`config.mk`:
```
export PLATFORM = sky130hd
export DESIGN_NAME = crbf_front
export DESIGN_NICKNAME = d
export VERILOG_FILES = /design/src/hdl/crbf_pkg.sv /design/src/hdl/crbf_front.sv
export SDC_FILE = /design/constraint.sdc
export NUM_CORES = 1
export LEC_CHECK = 0
export BUFFER_PORTS_ARGS = -buffer_cell sky130_fd_sc_hd__buf_2
export CORE_MARGIN = 2
export CORE_UTILIZATION = 55
export CTS_CLUSTER_SIZE = 30
export DETAILED_ROUTE_END_ITERATION = 7
export PLACE_DENSITY = 0.83
export SLEW_MARGIN = 0
export SYNTH_ARGS = -nofsm -noshare
export SYNTH_HDL_FRONTEND = slang
export SYNTH_SLANG_ARGS = --single-unit
```
`constraint.sdc`:
```
create_clock -name aclk -period 3.2 [get_ports aclk]
set_input_delay 0.16 -clock aclk [delete_from_list [all_inputs] [get_ports aclk]]
set_output_delay 0.16 -clock aclk [all_outputs]
set_load 0.01 [all_outputs]
```
`src/hdl/crbf_pkg.sv`:
```
package crbf_pkg;

    localparam int STORE_DEPTH = 4096;
    localparam int ADDR_W      = $clog2(STORE_DEPTH);
    localparam int CNT_W       = ADDR_W + 1;
    localparam int MAX_READ    = 64;
    localparam int SIZE_W      = 7;
    localparam int CFG_W       = 13;
    localparam int DIV_STEP_W  = $clog2(CNT_W);

    typedef enum logic [1:0] {
        FN_WRITE,
        FN_READ,
        FN_CLOSE,
        FN_QUERY
    } func_t;

    typedef enum logic [2:0] {
        STAT_DATA,
        STAT_WR_OK,
        STAT_RETRY,
        STAT_EOS,
        STAT_FULL,
        STAT_QUERY
    } status_t;

    typedef enum logic {
        CFG_RECORD_SIZE,
        CFG_MAX_HELD
    } cfg_index_t;

    typedef enum logic [2:0] {
        BK_IDLE,
        BK_DIV_CFG,
        BK_DIV_WR,
        BK_SCAN,
        BK_EMIT
    } bk_state_t;

    typedef struct packed {
        func_t             func;
        logic [7:0]        data;
        logic              last;
        logic [SIZE_W-1:0] want;
    } cmd_t;

    typedef struct packed {
        status_t          status;
        logic [7:0]       data;
        logic             last;
        logic [CNT_W-1:0] avail;
    } result_t;

    function automatic logic [SIZE_W-1:0] clamp_size(input logic [SIZE_W-1:0] size);
        return (size > SIZE_W'(MAX_READ)) ? SIZE_W'(MAX_READ) : size;
    endfunction

endpackage

```
`src/hdl/crbf_front.sv`:
```
module crbf_front (
    input  logic            aclk,
    input  logic            aresetn,
    input  logic            s_tvalid,
    output logic            s_tready,
    input  logic [15:0]     s_tdata,   // wr_byte [7:0], rd_size [14:8], zero [15]
    input  logic [1:0]      s_tuser,   // func [1:0]
    input  logic            s_tlast,
    output logic            cmd_valid,
    output crbf_pkg::cmd_t  cmd,
    input  logic            cmd_ready
);
    import crbf_pkg::*;

    cmd_t       q_reg [2];
    cmd_t       in_cmd;
    logic       wp_reg, wp_next;
    logic       rp_reg, rp_next;
    logic [1:0] cnt_reg, cnt_next;
    logic       push, pop;

    always_comb begin
        in_cmd.func = func_t'(s_tuser);
        in_cmd.data = s_tdata[7:0];
        in_cmd.last = s_tlast;
        in_cmd.want = clamp_size(s_tdata[14:8]);
    end

    assign s_tready  = (cnt_reg != 2'd2);
    assign cmd_valid = (cnt_reg != 2'd0);
    assign cmd       = q_reg[rp_reg];
    assign push      = s_tvalid && s_tready;
    assign pop       = cmd_valid && cmd_ready;

    always_comb begin
        wp_next  = push ? !wp_reg : wp_reg;
        rp_next  = pop ? !rp_reg : rp_reg;
        cnt_next = cnt_reg + {1'b0, push} - {1'b0, pop};
    end

    always_ff @(posedge aclk) begin
        if (!aresetn) begin
            wp_reg  <= 1'b0;
            rp_reg  <= 1'b0;
            cnt_reg <= 2'd0;
        end else begin
            wp_reg  <= wp_next;
            rp_reg  <= rp_next;
            cnt_reg <= cnt_next;
        end
    end

    always_ff @(posedge aclk) begin
        if (push) begin
            q_reg[wp_reg] <= in_cmd;
        end
    end

endmodule

```
==> flow_metrics.env, run 1 <==
export IMPL_p_sw_mw=0.330
export IMPL_rrSetupSlack_ns=1.42
export IMPL_grt_pass1_vias=937
export IMPL_r2r_start="cnt_reg[0]"
export IMPL_power_leakage_nw=0.777
export IMPL_clockBufferDepth=2
export IMPL_clk_pin_slew_ns=0.11
export IMPL_slew_headroom_pct=43.4
export IMPL_drive_above_1_share_pct=44.6
export IMPL_finalPower_mw=1.22
export IMPL_fin_crit_sh_pct=59.6
export IMPL_p_per_area_nw_per_um2=618
export IMPL_swShare_pct=27.0
export IMPL_cts_sinks=41
export IMPL_cp_required_ns=3.04
export IMPL_drv_slew=0
export IMPL_die_y_um=58.0
export IMPL_drtIter0Drc=29
export IMPL_io_buffers=41
export IMPL_p_comb_share_pct=23.3
export IMPL_clk_latency_ns=0.33
export IMPL_numCtsBuffers=5
export IMPL_antenna_found_initial=0
export IMPL_overflow=0
export IMPL_cts_tree="built"
export IMPL_whs_endpoint="q_reg[1][13]"
export IMPL_die_x_um=58.0
export IMPL_setup_viol=0
export IMPL_yosysMostFrequentCell="edfxtp_1"
export IMPL_worst_pin_slew_ns=0.849
export IMPL_reg2reg_depth=2
export IMPL_antenna_left=0
export IMPL_via_per_inst=5.23
export IMPL_multiInputGateArea_um2=399
export IMPL_p_seq_share_pct=57.5
export IMPL_netlist_area_um2=1600
export IMPL_largest_register_ffs=36
export IMPL_period_needed_ns=1.91
export IMPL_arrival_ns=1.75
export IMPL_min_path_cells=1
export IMPL_synth_edf_count=36
export IMPL_nets=171
export IMPL_crit_fanout=18
export IMPL_yosys_area_top_type_share_pct=67.4
export IMPL_grt_usage_pct=16.8
export IMPL_hold_viol=0
export IMPL_critical_path_class="flop to output pin"
export IMPL_synth_area_leaders="edfxtp_1 (67%), mux2_2 (12%), dfxtp_1 (6.2%), nor2b_1 (2.7%), a21bo_1 (1.2%)"
export IMPL_tns_ns=0
export IMPL_yosysUniqueCellTypes=26
export IMPL_seq_area_um2=1180
export IMPL_gp_congestion=0.640
export IMPL_dp_hpwl_um=1630
export IMPL_reg2reg_to="q_reg[1][13]"
export IMPL_synth_seq_cells=41
export IMPL_peakVddDrop_uv=437
export IMPL_post_cts_buffers=0
export IMPL_worst_clock_skew_ns=0.00598
export IMPL_ys_seq_area_share_pct=73.6
export IMPL_core_region_area_um2=2760
export IMPL_clk_root_buffer_cell="clkbuf_4"
export IMPL_syn_num_nets=116
export IMPL_antenna_cells=0
export IMPL_drcViolationCount=0
export IMPL_grt_pass1_wl_um=4110
export IMPL_routed_wl_um=2510
export IMPL_end_kind="output pin"
export IMPL_fmax_mhz=525
export IMPL_postSynthAreaPerCell_um2=17.4
export IMPL_ys_warn_count=0
export IMPL_fillers=181
export IMPL_syn_inst=92
export IMPL_pwr_share_clk_pct=19.2
export IMPL_yosys_top_cells_count="edfxtp_1 (36), mux2_2 (17), nor2b_1 (7)"
export IMPL_drtPass1Iterations=4
export IMPL_top_level_ports=43
export IMPL_dr_total_vias=937
export IMPL_cts_htree_levels=2
export IMPL_maxCapViolCount=0
export IMPL_syn2layout_area_growth_pct=23.4
export IMPL_grt_max_degree=19
export IMPL_die_area_um2=3360
export IMPL_rows=19
export IMPL_min_path_type="input port to flop"
export IMPL_min_delay_start="s_tdata[5]"
export IMPL_status="completed"
export IMPL_start_util_pct=58.2
export IMPL_p_int_mw=0.894
export IMPL_grt_setup_unrepaired="false"
export IMPL_ys_flop_type="edfxtp_1"
export IMPL_yosysTopAreaCell="edfxtp_1"
export IMPL_async_flop_share_pct=0
export IMPL_cp_start_kind="flop"
export IMPL_wl_per_cell_um=14.0
==> power groups by stage <==
stage	combinational (mW)	clock, mW	sequential (mW)
6_report	0.285	0.235	0.704
5_1_grt	0.312	0.266	0.717
4_1_cts	0.284	0.244	0.705
3_5_place_dp	0.279	0	0.718
3_3_place_gp	0.271	0	0.712
2_1_floorplan	0.212	0	0.684
==> cell usage in the layout (no fill, tap or decap), drive strengths merged, types with 2 or more instances in the layout <==
| cell | n |
|---|---|
| buf | 41 |
| dfxtp | 5 |
| clkbuf | 6 |
| mux2 | 18 |
| and2 | 3 |
| dlygate4sd3 | 10 |
| nor2b | 7 |
| o21ai | 2 |
| edfxtp | 36 |
| clkinv | 2 |
| nor2 | 2 |
| nand2b | 2 |
| a21bo | 2 |
==> metal layers <==
| metal | wire (um) | track usage (%) | vias up |
|---|---|---|---|
| li1 | - | - | 458 |
| met2 | 1280 | 28.4 | 30 |
| met3 | 144 | 6.70 | 6 |
| met1 | 1040 | 19.0 | 443 |
| met4 | 44 | 6.98 | 0 |
| met5 | 0 | 0 | - |
==> per-stage QoR <==
step                      instance area (um^2)  cells  hold slack [ns]  setup slack [ns]  utilization (%)
after floorplan                           1600     92            0.259              1.64                -
after global placement                    1830    161            0.348              1.48             66.3
after detailed placement                  1830    161            0.352              1.41             66.3
after CTS                                 1920    173         0.000386              1.26             69.6
after global routing                      1980    179          0.00550              1.17             71.8
final                                     1980    179           0.0172              1.29             71.8
==> layout make-up <==
class	count	area share, %
Sequential cell	41	59.7
Multi-Input combinational cell	47	20.2
Timing Repair Buffer	51	15.4
Clock buffer	6	2.09
Tap cell	31	1.96
Clock inverter	2	0.506
Inverter	1	0.190
==> cell families after synthesis <==
kind of cell / share of synthesized area (%)
flip-flops: 73.6
AND/OR/NAND/NOR: 6.94
AO/OA/AOI/OAI: 3.35
adder cells (fa/ha/maj): 0.780
XOR/XNOR: 0.546
buffers and inverters: 1.48
multiplexers: 13.3
==> worst max path at each step <==
stage | startpoint | to | depth (start not counted)
final | flop | cmd[1] | 2
after global routing | flop | cmd[1] | 2
after CTS | flop | cmd[1] | 2
after detailed placement | cnt_reg[0] | q_reg[1][13] | 2
after global placement | cnt_reg[0] | q_reg[1][17] | 2
after floorplan | cnt_reg[0] | q_reg[1][0] | 2
==> critical path, cell delays in order (launching register included) <==
cell and delay, ns:
dfxtp_1 0.85, mux2_2 0.42, buf_2 0.14
==> what timing repair did <==
action                                 4_1_cts  5_1_grt
endpoints found under the hold margin        8       12
hold buffers                                 4        6
gates resized for setup                      0        0
(Power assumes the default switching activity.)
==> run 2: changes to the inputs <==
Settings changed: ABC_AREA set to 1, CORE_UTILIZATION 55 to 51, PLACE_DENSITY 0.83 to 0.77.
Clock period 3.2 ns to 1.85 ns, I/O delays scaled along.
==> run 2 against run 1 <==
Synthesized cell count rose by 15%. Clock power rose by 110%. Sequential cell count did not move.
==> flow_metrics.env, run 2 <==
export IMPL_ys_flop_type="edfxtp_1"
export IMPL_post_cts_buffers=0
export IMPL_period_needed_ns=1.51
export IMPL_hold_viol=0
export IMPL_grt_pass1_wl_um=4410
export IMPL_numCtsBuffers=5
export IMPL_synth_area_leaders="edfxtp_1 (65%), mux2_4 (9.1%), dfxtp_1 (6.1%), mux2_2 (5.5%), nor2_1 (3.2%)"
export IMPL_rows=20
export IMPL_drv_slew=0
export IMPL_fillers=237
export IMPL_largest_register_ffs=36
export IMPL_whs_endpoint="q_reg[1][6]"
export IMPL_syn2layout_area_growth_pct=27.1
export IMPL_clockBufferDepth=2
export IMPL_arrival_ns=1.76
export IMPL_final_common_cell="buf_2"
export IMPL_die_area_um2=3710
export IMPL_overflow=0
export IMPL_end_kind="flop"
export IMPL_swShare_pct=29.0
export IMPL_status="completed"
export IMPL_clk_latency_ns=0.34
export IMPL_via_per_inst=4.65
export IMPL_drtPass1Iterations=4
export IMPL_cp_required_ns=2.10
export IMPL_drcViolationCount=0
export IMPL_maxCapViolCount=0
export IMPL_clk_pin_slew_ns=0.11
export IMPL_cts_tree="built"
export IMPL_slew_headroom_pct=80.6
export IMPL_min_path_type="input port to flop"
export IMPL_crit_fanout=6
export IMPL_gp_congestion=0.689
export IMPL_grt_setup_unrepaired="false"
export IMPL_io_buffers=41
export IMPL_reg2reg_depth=11
export IMPL_fin_cells=212
export IMPL_antenna_found_initial=0
export IMPL_p_per_area_nw_per_um2=1200
export IMPL_seq_area_um2=1180
export IMPL_timing_final_ws_setup_ns=0.339
export IMPL_syn_inst=106
export IMPL_netlist_area_um2=1650
export IMPL_yosysMostFrequentCell="edfxtp_1"
export IMPL_final_cell_mix="buf_2 (41), edfxtp_1 (36), nor2_1 (13)"
export IMPL_dr_total_vias=986
export IMPL_critical_path_class="flop to flop"
export IMPL_power_leakage_nw=0.878
export IMPL_yosysUniqueCellTypes=16
export IMPL_p_sw_mw=0.730
export IMPL_dp_slack_ns=0.362
export IMPL_start_util_pct=53.7
export IMPL_min_delay_start="s_tdata[14]"
export IMPL_antenna_cells=0
export IMPL_grt_usage_pct=17.1
export IMPL_fmax_mhz=662
export IMPL_p_comb_share_pct=31.4
export IMPL_die_x_um=60.9
export IMPL_cts_htree_levels=2
export IMPL_top_level_ports=43
export IMPL_grt_max_degree=20
export IMPL_syn_num_nets=130
export IMPL_antenna_left=0
export IMPL_dp_hpwl_um=1830
export IMPL_clk_root_buffer_cell="clkbuf_4"
export IMPL_rrSetupSlack_ns=0.34
export IMPL_holdBufCountCts=12
export IMPL_peakVddDrop_uv=729
export IMPL_yosys_top_cells_count="edfxtp_1 (36), nor2_1 (14), nand2_1 (11)"
export IMPL_pwr_share_clk_pct=19.5
export IMPL_wl_per_cell_um=12.8
export IMPL_p_seq_share_pct=49.1
export IMPL_setup_viol=0
export IMPL_worst_clock_skew_ns=0.00248
export IMPL_ys_warn_count=0
export IMPL_hold_worst_slack_ns=0.0343
export IMPL_min_path_cells=1
export IMPL_grt_pass1_vias=1080
export IMPL_post_cts_resize_count=0
export IMPL_multiInputGateArea_um2=402
export IMPL_synth_seq_cells=41
export IMPL_routed_wl_um=2710
export IMPL_die_y_um=60.9
export IMPL_reg2reg_to="cnt_reg[1]"
export IMPL_finalPower_mw=2.52
export IMPL_p_int_mw=1.79
export IMPL_async_flop_share_pct=0
export IMPL_fin_crit_sh_pct=81.7
export IMPL_cp_start_kind="flop"
export IMPL_cts_sinks=41
export IMPL_yosysTopAreaCell="edfxtp_1"
export IMPL_nets=191
export IMPL_drtIter0Drc=23
export IMPL_postSynthAreaPerCell_um2=15.6
export IMPL_yosys_area_top_type_share_pct=65.4
export IMPL_tns_ns=0
export IMPL_ys_seq_area_share_pct=71.5
export IMPL_worst_pin_slew_ns=0.288
export IMPL_synth_edf_count=36
export IMPL_core_region_area_um2=3080
export IMPL_dp_cells=192
export IMPL_drive_above_1_share_pct=43.5
export IMPL_r2r_start="cnt_reg[0]"
run 2: cell types whose count changed after synthesis, sizes merged, moves of 3 or more:
cell   change
and2       -3
inv        +9
nand2     +10
nor2      +13
nor2b      -7
run 2: logic make-up after synthesis:
logic type / synth area share (%)
flops: 71.5
simple gates: 6.66
mux: 14.5
buf+inv: 4.39
compound gates: 1.67
xor+xnor: 0.530
fa+ha+maj: 0.757
run 2: metal layers:
metal  vias up  wire, um  GRT usage (%)
met5         -         0              0
met4         0        55           9.32
met3         7       133           4.90
met2        37      1440           31.6
met1       451      1080           17.0
li1        491         -              -
run 2: worst max-delay path, cell delays in order, from the launching register on:
cell and delay, ns:
dfxtp_1 0.38, inv_1 0.05, nand2_1 0.07, nand2_1 0.16, xnor2_1 0.18, ha_1 0.20
inv_1 0.06, nand2_1 0.05, nand2_1 0.08, nand3_1 0.07, nand2_1 0.08, nor2_1 0.04
run 2: how the worst max path moves through the flow:
stage          depth (start not counted)  slack [ns]        from           to
6_report                              11        0.34  cnt_reg[0]   cnt_reg[1]
5_1_grt                               11        0.18  cnt_reg[0]   cnt_reg[1]
4_1_cts                                3        0.35        flop       cmd[8]
3_5_place_dp                          10        0.36  cnt_reg[0]   cnt_reg[1]
3_3_place_gp                          11        0.49  cnt_reg[0]   cnt_reg[1]
2_1_floorplan                          4        0.02  cnt_reg[0]  q_reg[0][0]
run 2: area by class of cell:
cell class | count | share of cell area, %
clock inverter | 1 | 0.238
tap | 44 | 2.62
sequential | 41 | 56.2
clock buffer | 7 | 3.10
timing repair buffer | 57 | 16.9
multi-input combinational | 52 | 19.1
inverter | 10 | 1.79
run 2: stage by stage:
stage / cell area, um^2 / utilization [%]
2_1_floorplan: 1660 / -
3_3_place_gp: 1910 / 62.1
3_5_place_dp: 1910 / 62.1
4_1_cts: 2100 / 68.3
5_1_grt: 2100 / 68.3
6_report: 2100 / 68.3
run 2: power groups by stage:
stage	Combinational [mW]	Clock, mW	Sequential [mW]
floorplan	0.558	0	1.24
global placement	0.753	0	1.24
detailed placement	0.781	0	1.26
CTS	0.802	0.509	1.24
global route	0.878	0.542	1.25
finish	0.791	0.490	1.24
